$ cat src/rtl/core/triangle_raster_msaa_zbuffer_macros.svh
// Assertion macros for the rasterizer block.
// Included by the top level; no other dependencies.
`ifndef TRIANGLE_RASTER_MSAA_ZBUFFER_MACROS_SVH
`define TRIANGLE_RASTER_MSAA_ZBUFFER_MACROS_SVH
`ifndef SYNTH
`define TRZ_ASSERT(lbl, clk, rst_n, prop, msg) \
    lbl: assert property (@(posedge clk) disable iff (!rst_n) prop) else $error(msg);
`define TRZ_ASSERT_NR(lbl, clk, prop, msg) \
    lbl: assert property (@(posedge clk) prop) else $error(msg);
`else
`define TRZ_ASSERT(lbl, clk, rst_n, prop, msg)
`define TRZ_ASSERT_NR(lbl, clk, prop, msg)
`endif
`endif

$ cat src/rtl/core/trz_pkg.sv
// Shared types, action codes and helpers of the rasterizer block.
// No dependencies.
package trz_pkg;

    localparam int CW = 12;   // pixel coordinate bits (screen up to 4096)

    localparam logic [2:0] ACT_DRAW     = 3'd0;
    localparam logic [2:0] ACT_CLR_COL  = 3'd1;
    localparam logic [2:0] ACT_CLR_DEP  = 3'd2;
    localparam logic [2:0] ACT_CLR_BOTH = 3'd3;
    localparam logic [2:0] ACT_READ     = 3'd4;

    localparam logic [23:0] DEPTH_FAR = 24'hFFFFFF;

    typedef struct packed {
        logic [2:0]         action;
        logic signed [15:0] vertex0_x;
        logic signed [15:0] vertex0_y;
        logic [23:0]        vertex0_z;
        logic signed [15:0] vertex1_x;
        logic signed [15:0] vertex1_y;
        logic [23:0]        vertex1_z;
        logic signed [15:0] vertex2_x;
        logic signed [15:0] vertex2_y;
        logic [23:0]        vertex2_z;
        logic [23:0]        tri_color;
        logic [13:0]        read_index;
    } t_in;

    typedef struct packed {
        logic [23:0] pixel_color;
        logic [23:0] pixel_depth;
        logic [14:0] pixels_written;
    } t_out;

    // classified command as it sits in the queue
    typedef struct packed {
        t_in           req;
        logic [CW-1:0] min_x;
        logic [CW-1:0] max_x;
        logic [CW-1:0] min_y;
        logic [CW-1:0] max_y;
        logic          empty;
    } t_cmd;

    function automatic logic [23:0] scale_color(input logic [23:0] c, input logic [2:0] k);
        logic [10:0] r;
        logic [10:0] g;
        logic [10:0] b;
        r = 11'(c[23:16]) * 11'(k);
        g = 11'(c[15:8]) * 11'(k);
        b = 11'(c[7:0]) * 11'(k);
        return {r[9:2], g[9:2], b[9:2]};
    endfunction

endpackage

$ cat src/rtl/core/trz_queue.sv
// Two-entry command queue between front end and back end.
// Depends on trz_pkg.
module trz_queue
    import trz_pkg::*;
(
    input  logic i_clk,
    input  logic i_rst_n,
    input  logic i_push,
    input  t_cmd i_push_data,
    output logic o_push_ready,
    output logic o_pop_valid,
    output t_cmd o_pop_data,
    input  logic i_pop
);
    t_cmd       r_slot [2];
    logic       r_wp, r_rp;
    logic [1:0] r_count;
    logic       n_wp, n_rp;
    logic [1:0] n_count;

    assign o_push_ready = (r_count != 2'd2);
    assign o_pop_valid  = (r_count != 2'd0);
    assign o_pop_data   = r_slot[r_rp];

    always_comb begin
        n_wp    = r_wp ^ i_push;
        n_rp    = r_rp ^ i_pop;
        n_count = r_count + 2'(i_push) - 2'(i_pop);
    end

    always_ff @(posedge i_clk) begin
        if (!i_rst_n) begin
            r_wp    <= 1'b0;
            r_rp    <= 1'b0;
            r_count <= 2'd0;
        end else begin
            r_wp    <= n_wp;
            r_rp    <= n_rp;
            r_count <= n_count;
        end
    end

    always_ff @(posedge i_clk) begin
        if (i_push) begin
            r_slot[r_wp] <= i_push_data;
        end
    end
endmodule

$ cat config.mk
export PLATFORM = sky130hd
export DESIGN_NAME = trz_queue
export DESIGN_NICKNAME = d
export VERILOG_FILES = /design/src/rtl/core/triangle_raster_msaa_zbuffer_macros.svh /design/src/rtl/core/trz_pkg.sv /design/src/rtl/core/trz_queue.sv
export SDC_FILE = /design/constraint.sdc
export NUM_CORES = 1
export LEC_CHECK = 0
export ABC_AREA = 1
export BUFFER_PORTS_ARGS = -buffer_cell sky130_fd_sc_hd__buf_2
export CAP_MARGIN = 40
export CORE_ASPECT_RATIO = 0.75
export CORE_MARGIN = 2
export CORE_UTILIZATION = 40
export CTS_BUF_LIST = sky130_fd_sc_hd__clkbuf_8
export DETAILED_ROUTE_END_ITERATION = 8
export HOLD_SLACK_MARGIN = 0.06
export SLEW_MARGIN = 20
export SYNTH_ARGS = -nofsm -noshare
export SYNTH_HDL_FRONTEND = slang
export SYNTH_SLANG_ARGS = --single-unit
$ cat constraint.sdc
create_clock -name i_clk -period 10.8 [get_ports i_clk]
set_input_delay 1.62 -clock i_clk [delete_from_list [all_inputs] [get_ports i_clk]]
set_output_delay 1.62 -clock i_clk [all_outputs]
set_load 0.01 [all_outputs]
# Word level (Yosys, flattened, before mapping)
# Memories as Yosys holds them, arrays and structs flattened. A register that Yosys moved wholly into a read port is not among the register bits.
# Cells that the tools add are included.
# W data, S select, Z words.
# word_totals
ff_bits	4
latch_bits	0
mem_bits_rw	516
romBits	0
memories	1
# mem_list
memory	depth	word_bits	read_ports	rd_ports_with_merged_regs	write_ports	line	rtl
r_slot	2	258	1	1	1	trz_queue.sv:15	t_cmd r_slot [2];
# classes
addsub	2
n_mul	0
n_div	0
magnitude_cmp	0
eq_ne	1
shifts	0
n_mux	3
bitwise	2
n_reduce_logical	1
# ops
op	n
$mux W1	3
$add A2 B1 Y2	1
$ne A2 B2 Y1 const B	1
$reduce_bool A2 Y1	1
$sub A2 B1 Y2	1
$xor A1 B1 Y1	2

# Depth between registers and ports, before layout
# logic_depth
word_depth	2
mapped_depth	9
depth_no_buf	9

# Worst setup path before layout
# Ideal clock, no wire load.
# synth_path
path_kind	input -> register
start	in i_push
end	mem r_slot[0][0] (netlist name) (enable)
setup_time_ps	653
arrival_time_ps	7562
required_ps	10147
path_slack_ps	2585
cell_stages	1
path_buffers	0
cell_sequence	ha_1
# synth_via
elab_chain_cells	2
# synth_lines
item	line	rtl
start, declared	trz_queue.sv:8	input logic i_push,
$mux W1	trz_queue.sv:44	if (i_push) begin
$mux W1 (not written as such)	trz_queue.sv:45	r_slot[r_wp] <= i_push_data;
end, declared	trz_queue.sv:15	
# No other way between the ends.

==> results.toml <==
[route]
wl_per_cell_um = 20.05
drt_pass1_iterations = 4
wirelength_um = 43140
drc = 0
vias = 9917
ant_nets = 0
drtIter0Drc = 649
vias_per_cell = 4.610

[worst_setup_path]
cp_data_arrival_time_ps = 3180
cp_slowest_stage_delay_ps = 780
path_cells = "buf_4, buf_16, buf_4, buf_16, mux2_4, buf_2"
cp_max_fo = 44
cp-start-kind = "flop"
crit_path_end_kind = "primary output"
worst-setup-path-type = "flop to primary output"
cp.required_ps = 9180
slowest_stage = "dfxtp_4"

[finish]
ff_latch_area_um2 = 15600
layout.cells.most_common = "buf_2"
areaGrowthSynthToFinish_pct = 25.66
stdcell_count = 2151
layout.nets = 1697
multi_input_area_um2 = 3791
final_cell_mix = "buf_2, edfxtp_1, mux2_4"
fillers = 4091
final_layout_size_suffix_gt1_share_pct = 60.39

[power_and_ir_drop]
combPwrFrac_pct = 12.5
p_leak_nw = 9.793
p_per_area_nw_per_um2 = 182.7
ir_drop_mv = 0.1162
p_clk_share_pct = 34.5
power_mw = 4.524
netSwitchingFraction_pct = 23.50
sequentialPowerShare_pct = 53.0
p_sw_mw = 1.063
p_int_mw = 3.461

[synthesis]
synthCells = 832
yosysSeqAreaShare_pct = 79.15
syn_nets = 1098
synth.top_cell.area_share_pct = 78.64
syn_avg_cell_area_um2 = 23.68
synth_top_area_cell = "edfxtp_1"
synth_area_leaders = "edfxtp_1, mux2_4, mux2_2"
synthesis.area_um2 = 19700
ys_types = 14
synth.ff_latch_count = 521
yosys_warnings = 0

[global_routing]
grt_antenna_before_repair = 17
grt_pass1_wl_um = 61550
grt_start_max_net_pins = 131
busiest_layer = "met2"
grt_util_met2_pct = 25.75
grt_overflow_total = 0
grt_pass1_vias = 10241
grt_use_met3_pct = 7.196
grt.total_usage_pct = 16.33
grtUsageMet1_pct = 19.75

[placed_design]
portBuffers = 521
hpwl_um = 29510
gp_congestion = 0.8151
dp_slack_ps = 6122
dp_cells = 1986

[floorplanning]
die_w_um = 260.3
core_um2 = 48700
io_pins = 522
initial_core_util_pct = 40.46
std_cell_rows = 70
die-height_um = 196.2
die-area_um2 = 51070

[timing]
fin_crit_sh_pct = 44.45
worst_pin_slew_ps = 741.0
rsz0062_at_grt = "false"
setup_ws_ps = 5999
hold_viol = 0
setup_viol = 0
period_needed_ps = 4801
drv_slew = 0
clock_skew_ps = 30.87
fin_tns_setup_ps = 0
fmax_ghz = 0.2083
slew_headroom_pct = 50.60

[clock_network]
cts_buffer_depth = 3
clk_latency_ps = 650
cts_setup_buffers = 0
cts.clk_slew.worst_paths_ps = 60
cts-root-buf = "clkbuf_8"
hold_buffers = 0
cts.sinks = 521
cts_tree = "built"
htreeDepth = 3
cts_resized = 0
numCtsBuffers = 85

[run]
max_cap_violations = 0

[min_path]
hp-class = "flop to flop"

[outcome]
status = "complete, no violations"
-- stage by stage --
step	hold WS [ps]	cell area, um2	util [%]
floorplan	479.9	19700	-
global route	549.3	24750	50.83
global placement	494.2	22910	47.06
finish	518.7	24760	50.84
detailed placement	505.7	23040	47.32
CTS	521.2	24590	50.50
-- cell type report --
cell class              instances  area share (%)
clock buffers                  86           4.781
clock inverters                67           1.476
well taps                     648           3.275
multi-input cells             275           15.31
repair buffers                541           11.99
inverters                       7          0.1061
flip-flops and latches        521           63.00
diodes                          6         0.06064
-- layer usage --
layer,vias up,share of wire [%]
li1,4543,-
met1,4850,40
met4,22,2.6
met2,410,47
met5,-,0.32
met3,92,9.8
-- cell usage after synthesis --
cell,instances
a21oi_1,1
buf_2,3
buf_6,24
buf_8,2
dfxtp_1,5
edfxtp_1,516
ha_1,4
inv_1,7
mux2_2,57
mux2_4,201
nand2_1,6
nand3_1,1
nor2_1,4
xnor2_1,1
-- power by group through the flow --
stage	Sequential, mW	Clock, mW	Combinational [mW]
2_1_floorplan	2.46	0	0.345
4_1_cts	2.40	1.62	0.566
5_1_grt	2.41	1.71	0.605
3_3_place_gp	2.44	0	0.549
6_report	2.40	1.56	0.565
3_5_place_dp	2.44	0	0.564
-- critical path: cells and delay by family (launching register included) --
kind | cells | cell delay (ps)
buffers and inverters | 5 | 1340
DFF | 1 | 780
muxes | 1 | 330
-- sequential cells by signal, indices dropped and copies added, names as in the netlist, named ones only --
register  cells
r_rp          1
r_slot      516
r_count       2
r_wp          1
-- cell families after synthesis --
| logic type | Yosys count | synth area share [%] |
|---|---|---|
| muxes | 258 | 18.57 |
| DFF | 521 | 79.15 |
| buffers and inverters | 36 | 1.734 |
| and+or+nand+nor | 11 | 0.2159 |
| xor gates and xnor gates | 1 | 0.04446 |
| adders and majority gates | 4 | 0.2540 |
| AOI/OAI and AO/OA | 1 | 0.02538 |
-- path summary, 6_finish.rpt --
check	start	endpoint	slack, ps	depth (start not counted)
setup / recovery	flop	o_pop_data[130]	6000	6
hold / removal	r_rp$_SDFF_PN0_	flop	520	2
setup reg to reg	r_wp$_SDFF_PN0_	r_slot[0][61]$_DFFE_PP_	7980	7
hold reg to reg	r_rp$_SDFF_PN0_	flop	520	2
(Power assumes the default switching activity.)
