**config.mk**
```make
export PLATFORM = sky130hd
export DESIGN_NAME = trz_front
export DESIGN_NICKNAME = d
export VERILOG_FILES = /design/src/rtl/core/triangle_raster_msaa_zbuffer_macros.svh /design/src/rtl/core/trz_pkg.sv /design/src/rtl/core/trz_front.sv
export SDC_FILE = /design/constraint.sdc
export NUM_CORES = 1
export LEC_CHECK = 0
export BUFFER_PORTS_ARGS = -buffer_cell sky130_fd_sc_hd__buf_2
export CORE_AREA = 2 2 185 187
export DETAILED_ROUTE_END_ITERATION = 6
export DIE_AREA = 0 0 187 189
export PLACE_DENSITY = 0.55
export SLEW_MARGIN = 15
export SYNTH_ARGS = -nofsm -noshare
export SYNTH_HDL_FRONTEND = slang
export SYNTH_SLANG_ARGS = --single-unit
```
**constraint.sdc**
```tcl
create_clock -name vclk -period 17.3
set_input_delay 2.595 -clock vclk [all_inputs]
set_output_delay 2.595 -clock vclk [all_outputs]
set_load 0.005 [all_outputs]
```
**src/rtl/core/triangle_raster_msaa_zbuffer_macros.svh**
```systemverilog
// Assertion macros for the rasterizer block.
// Included by the top level; no other dependencies.
`ifndef TRIANGLE_RASTER_MSAA_ZBUFFER_MACROS_SVH
`define TRIANGLE_RASTER_MSAA_ZBUFFER_MACROS_SVH
`ifndef SYNTH
`define TRZ_ASSERT(lbl, clk, rst_n, prop, msg) \
    lbl: assert property (@(posedge clk) disable iff (!rst_n) prop) else $error(msg);
`define TRZ_ASSERT_NR(lbl, clk, prop, msg) \
    lbl: assert property (@(posedge clk) prop) else $error(msg);
`else
`define TRZ_ASSERT(lbl, clk, rst_n, prop, msg)
`define TRZ_ASSERT_NR(lbl, clk, prop, msg)
`endif
`endif

```
**src/rtl/core/trz_pkg.sv**
```systemverilog
// Shared types, action codes and helpers of the rasterizer block.
// No dependencies.
package trz_pkg;

    localparam int CW = 12;   // pixel coordinate bits (screen up to 4096)

    localparam logic [2:0] ACT_DRAW     = 3'd0;
    localparam logic [2:0] ACT_CLR_COL  = 3'd1;
    localparam logic [2:0] ACT_CLR_DEP  = 3'd2;
    localparam logic [2:0] ACT_CLR_BOTH = 3'd3;
    localparam logic [2:0] ACT_READ     = 3'd4;

    localparam logic [23:0] DEPTH_FAR = 24'hFFFFFF;

    typedef struct packed {
        logic [2:0]         action;
        logic signed [15:0] vertex0_x;
        logic signed [15:0] vertex0_y;
        logic [23:0]        vertex0_z;
        logic signed [15:0] vertex1_x;
        logic signed [15:0] vertex1_y;
        logic [23:0]        vertex1_z;
        logic signed [15:0] vertex2_x;
        logic signed [15:0] vertex2_y;
        logic [23:0]        vertex2_z;
        logic [23:0]        tri_color;
        logic [13:0]        read_index;
    } t_in;

    typedef struct packed {
        logic [23:0] pixel_color;
        logic [23:0] pixel_depth;
        logic [14:0] pixels_written;
    } t_out;

    // classified command as it sits in the queue
    typedef struct packed {
        t_in           req;
        logic [CW-1:0] min_x;
        logic [CW-1:0] max_x;
        logic [CW-1:0] min_y;
        logic [CW-1:0] max_y;
        logic          empty;
    } t_cmd;

    function automatic logic [23:0] scale_color(input logic [23:0] c, input logic [2:0] k);
        logic [10:0] r;
        logic [10:0] g;
        logic [10:0] b;
        r = 11'(c[23:16]) * 11'(k);
        g = 11'(c[15:8]) * 11'(k);
        b = 11'(c[7:0]) * 11'(k);
        return {r[9:2], g[9:2], b[9:2]};
    endfunction

endpackage

```
**src/rtl/core/trz_front.sv**
```systemverilog
// Front end: accepts transactions, computes the clipped bounding box.
// Depends on trz_pkg.
module trz_front
    import trz_pkg::*;
#(
    parameter int WIDTH  = 128,
    parameter int HEIGHT = 128
) (
    input  logic i_in_valid,
    input  t_in  i_in_data,
    output logic o_in_ready,
    input  logic i_init,
    input  logic i_q_ready,
    output logic o_push,
    output t_cmd o_cmd
);
    localparam logic signed [13:0] XMAX = 14'(WIDTH - 1);
    localparam logic signed [13:0] YMAX = 14'(HEIGHT - 1);

    logic signed [15:0] mnx, mxx, mny, mxy;
    logic signed [16:0] cx17, cy17;
    logic signed [13:0] lox, hix, loy, hiy;

    always_comb begin
        mnx = i_in_data.vertex0_x;
        mxx = i_in_data.vertex0_x;
        mny = i_in_data.vertex0_y;
        mxy = i_in_data.vertex0_y;
        if (i_in_data.vertex1_x < mnx) mnx = i_in_data.vertex1_x;
        if (i_in_data.vertex2_x < mnx) mnx = i_in_data.vertex2_x;
        if (i_in_data.vertex1_x > mxx) mxx = i_in_data.vertex1_x;
        if (i_in_data.vertex2_x > mxx) mxx = i_in_data.vertex2_x;
        if (i_in_data.vertex1_y < mny) mny = i_in_data.vertex1_y;
        if (i_in_data.vertex2_y < mny) mny = i_in_data.vertex2_y;
        if (i_in_data.vertex1_y > mxy) mxy = i_in_data.vertex1_y;
        if (i_in_data.vertex2_y > mxy) mxy = i_in_data.vertex2_y;

        // floor of min / 16, ceil of max / 16
        cx17 = {mxx[15], mxx} + 17'sd15;
        cy17 = {mxy[15], mxy} + 17'sd15;
        lox = 14'($signed(mnx[15:4]));
        loy = 14'($signed(mny[15:4]));
        hix = 14'($signed(cx17[16:4]));
        hiy = 14'($signed(cy17[16:4]));
        if (lox < 14'sd0) lox = 14'sd0;
        if (loy < 14'sd0) loy = 14'sd0;
        if (hix > XMAX) hix = XMAX;
        if (hiy > YMAX) hiy = YMAX;

        o_cmd.req   = i_in_data;
        o_cmd.min_x = lox[CW-1:0];
        o_cmd.max_x = hix[CW-1:0];
        o_cmd.min_y = loy[CW-1:0];
        o_cmd.max_y = hiy[CW-1:0];
        o_cmd.empty = (lox > hix) || (loy > hiy);
    end

    assign o_in_ready = i_q_ready && !i_init;
    assign o_push     = i_in_valid && o_in_ready;
endmodule

```
-- Word level (Yosys, flattened, before mapping)
Cells that the tools add are included.
- add/subtract/negate cells: 2
- magnitude comparators: 14
- mux-type cells: 12
- reduce and logical (&&, ||, !) cells: 4
- operators by type and width (kind ; count):
    two-way mux 16 bit ; 8
    greater-than comparator 16 bit ; 4
    less-than comparator 16 bit ; 4
    two-way mux 14 bit ; 4
    adder 16 x 5 -> 17 bit (second input constant) ; 2
    greater-than comparator 14 bit ; 2
    greater-than comparator 13 x 8 -> 1 bit (second input constant) ; 2
    less-than comparator 12 x 1 -> 1 bit (second input constant) ; 2
    logical AND 1 bit ; 2
    zero test 1 bit ; 1
    logical OR 1 bit ; 1
- register bits after elaboration: 0
- bits of input ports: 212
- output and inout bits: 260
- logic and storage cells: 32

-- Logic depth before layout (Yosys ltp)
- depth after elaboration: 9
- depth in mapped cells: 35
- depth with buffers taken out: 31

-- Worst setup path before layout
OpenSTA, ideal clock, no wires.
- kind: input port to output port
- from: input i_in_data[205] (netlist name)
- to: output o_cmd[0] (netlist name)
- arrival time: 8.677 ns
- data required time: 14.705 ns
- slack: 6.028 ns
- stages on the path: 31
- path buffers: 4
- cells stage by stage: inv_1 -> ha_1 -> nand4_1 -> nor4_1 -> a21boi_2 -> nor4_2 -> nor2_2 -> buf_2 -> mux2i_1 -> ha_1 -> a2111oi_0 -> nand2_1 -> o31ai_2 -> buf_4 -> clkbuf_1 -> a21o_1 -> nand2_1 -> o41ai_2 -> buf_2 -> and2_1 -> ha_1 -> nor2b_1 -> o21a_1 -> o21a_1 -> o21ai_0 -> nand2b_1 -> a21oi_1 -> o21ai_0 -> a21oi_1 -> o22ai_1 -> or3_1
- RTL lines (item ; line ; source):
    start: declaration ; trz_front.sv:10 ; input t_in i_in_data,
    end: declaration ; trz_front.sv:15 ; output t_cmd o_cmd

==> impl_summary.txt <==
----------------------------------------------------
[Outcome]
  Run status ... finished, final reports clean

[Yosys]
  Netlist area before placement ... 6776 um^2
  Share of the synthesized area in the top cell type ... 0.2393
  Largest area contributor in the synthesized netlist ... sky130_fd_sc_hd__buf_4
  Post-Synthesis Mean Instance Area ... 7.455 um^2
  Post-Synthesis Cells ... 909
  Share of synthesized area occupied by flip-flops and latches ... 0
  Synth top area cells ... sky130_fd_sc_hd__buf_4 (24%), sky130_fd_sc_hd__ha_1 (21%), sky130_fd_sc_hd__mux2i_1 (6.9%)
  Count of unique library cells instantiated by Yosys ... 64
  Synthesis Warnings ... 0

[Critical path]
  CP max FO ... 20
  Worst Path Class, Setup ... primary input to output pin
  Crit end category ... output pin
  Crit path required time ... 14.70 ns
  Critical path's largest stage delay ... 0.83 ns
  Type of origin of the critical path ... primary input
  Arrival time at the worst endpoint ... 10.49 ns
  Standard cell with the maximum stage delay on the critical path ... sky130_fd_sc_hd__o41ai_2
  Worst path most repeated cell ... sky130_fd_sc_hd__ha_1

[Final layout]
  Area growth syn-to-layout ... 2.382%
  FILL cells ... 3759
  Combined area of the multi-input logic cells ... 4954 um^2
  Number of clock buffer instances in the layout ... 0
  Storage element area ... 0 um^2
  Layout cell share with drive strength beyond 1 ... 0.3006
  Final sequential cell count ... 0
  Final #Nets ... 1258
  Inserted Diodes ... 0

[Job]
  Maximum Capacitance Violations ... 0

[Global routing]
  Met2 usage in global routing ... 0.2278
  Initial antenna violation count ... 0
  Global-route total usage across every layer ... 0.1213
  GRT Max-Usage Layer ... met2
  Maximum number of pins on one net before global-route repair ... 31
  Overall overflow remaining after global route ... 0
  Global routing met3 resource utilization ... 0.01464
  Number of global-route vias before repair ... 6046
  Wire length of the first global-routing pass ... 34110 um
  Met1 Track Usage GR ... 0.1445

[Pwr]
  Power density over the cells ... 60.24 nW/um^2
  Static leakage ... 3.539 nW
  IR drop worst, VDD ... 0.01787 mV
  Pwr Total ... 418.0 uW

[STA]
  Min Clock Period, post-route ... 13.08 ns
  Final setup violation count ... 0
  Worst rel slew slack ... 0.3477
  Post-route fraction of the period consumed by the critical path ... 0.7563
  Setup repair after global routing missed its margin ... false
  Post-Route Setup TNS ... 0 ns
  Final hold viol count ... 0
  Actual slew at the worst max-slew pin ... 0.9783 ns
  Upper clock frequency limit ... 76.43 MHz
  Final max-slew violation count ... 0

[Detailed routing]
  Final routed wirelength across all metal layers ... 22650 um
  Via count of the routed design ... 6243
  Average wire per cell in the routed design ... 16.46 um
  Detail-routed via count per cell ... 4.537
  DR pass1 iterations ... 4
  Remaining number of nets flagged by the antenna check after routing ... 0
  Iteration-0 DRC Markers ... 229
  DRC violations left ... 0

[Place]
  Last weighted congestion value of the routability-driven placer ... 0.8773
  Buffers on Ports ... 244
  HPWL after detailed placement ... 20140 um

[Clock tree]
  Number of gates given a new drive strength after cts ... 0
  CTS hold repair buffers ... 0
  Number of buffers inserted by post-CTS setup repair ... 0

[Floorplanning]
  Die height ... 189 um
  Initial standard-cell utilization of the core ... 0.2036
  Width of the chip ... 187 um
  Standard-cell rows ... 67
  Area of the core ... 33280 um^2
  Num ports ... 472
  Die footprint ... 35340 um^2

[Min path]
  Min-Delay Path Class ... primary input to output pin

----------------------------------------------------
[cell type report]
| cell class | count | share of cell area |
|---|---|---|
| multi-input cells | 638 | 0.7140 |
| repair buffers | 250 | 0.1836 |
| well taps | 448 | 0.08079 |
| inverters | 40 | 0.02164 |
[logic make-up (layout without fill, tap and decap cells)]
family | Yosys count | after routing | synth area share
xor gates and xnor gates | 22 | 22 | 0.02954
and+or+nand+nor | 262 | 262 | 0.2097
buffers and inverters | 272 | 290 | 0.2714
other | 1 | 2 | 0.0005534
muxes | 73 | 73 | 0.1126
adders and majority gates | 116 | 116 | 0.2142
AOI/OAI and AO/OA | 163 | 163 | 0.1619
[worst max-delay path, delay by kind of cell]
kind,cells,cell delay (ns)
muxes,1,0.32
and+or+nand+nor,11,2.63
buffers and inverters,4,0.55
AOI/OAI and AO/OA,13,3.41
adders and majority gates,3,0.97
[cell usage after synthesis (9+ instances only)]
master                     instances
sky130_fd_sc_hd__buf_4           216
sky130_fd_sc_hd__ha_1            116
sky130_fd_sc_hd__nor2_1           69
sky130_fd_sc_hd__a21oi_1          54
sky130_fd_sc_hd__mux2i_1          47
sky130_fd_sc_hd__inv_1            40
sky130_fd_sc_hd__nand2_1          39
sky130_fd_sc_hd__nor2b_1          36
sky130_fd_sc_hd__nand4_1          24
sky130_fd_sc_hd__and2_1           23
sky130_fd_sc_hd__mux2_1           23
sky130_fd_sc_hd__a21o_1           22
sky130_fd_sc_hd__o21ai_0          20
sky130_fd_sc_hd__nand3_1          19
sky130_fd_sc_hd__xnor2_1          13
sky130_fd_sc_hd__nand2b_1         10
sky130_fd_sc_hd__o21a_1           10
sky130_fd_sc_hd__clkbuf_1          9
sky130_fd_sc_hd__o21ai_1           9
[placed cells by master, fill, tap and decap left out, types with 22 or more instances in the layout]
master,synthesis,routed
sky130_fd_sc_hd__inv_1,40,40
sky130_fd_sc_hd__nor2b_1,36,36
sky130_fd_sc_hd__a21o_1,22,22
sky130_fd_sc_hd__mux2_1,23,23
sky130_fd_sc_hd__and2_1,23,23
sky130_fd_sc_hd__nor2_1,69,69
sky130_fd_sc_hd__mux2i_1,47,47
sky130_fd_sc_hd__nand4_1,24,24
sky130_fd_sc_hd__a21oi_1,54,54
sky130_fd_sc_hd__nand2_1,39,39
sky130_fd_sc_hd__ha_1,116,116
sky130_fd_sc_hd__buf_2,6,244
[routing by layer]
layer	vias up	share of wire	routed length, um
met1	2890	0.42	9517
met3	42	0.058	1310
li1	3047	-	-
met4	0	0.030	675
met2	264	0.49	11150
met5	-	0	0
[final timing paths]
kind                            from          to  slack [ns]  cells past startpoint
worst max-delay path  i_in_data[205]    o_cmd[0]        4.22                     32
worst min-delay path   i_in_data[54]  o_cmd[103]        5.19                      0
[through the flow]
step / hold slack (ns) / cell area, um^2 / util / worst slack (ns) / instances
4_1_cts: 5.190 / 6923 / 0.2080 / 3.685 / 1375
2_1_floorplan: 5.225 / 6780 / - / 6.028 / 910
5_1_grt: 5.190 / 6938 / 0.2085 / 3.628 / 1376
6_report: 5.190 / 6938 / 0.2085 / 4.216 / 1376
3_5_place_dp: 5.190 / 6923 / 0.2080 / 3.685 / 1375
3_3_place_gp: 5.190 / 6923 / 0.2080 / 4.022 / 1375
[power by group]
| group | switching, mW | internal (mW) | total [mW] |
|---|---|---|---|
| logic | 0.245 | 0.173 | 0.418 |
| registers | 0 | 0 | 0 |
| clock network | 0 | 0 | 0 |
| total | 0.245 | 0.173 | 0.418 |
(Power assumes the default switching activity.)
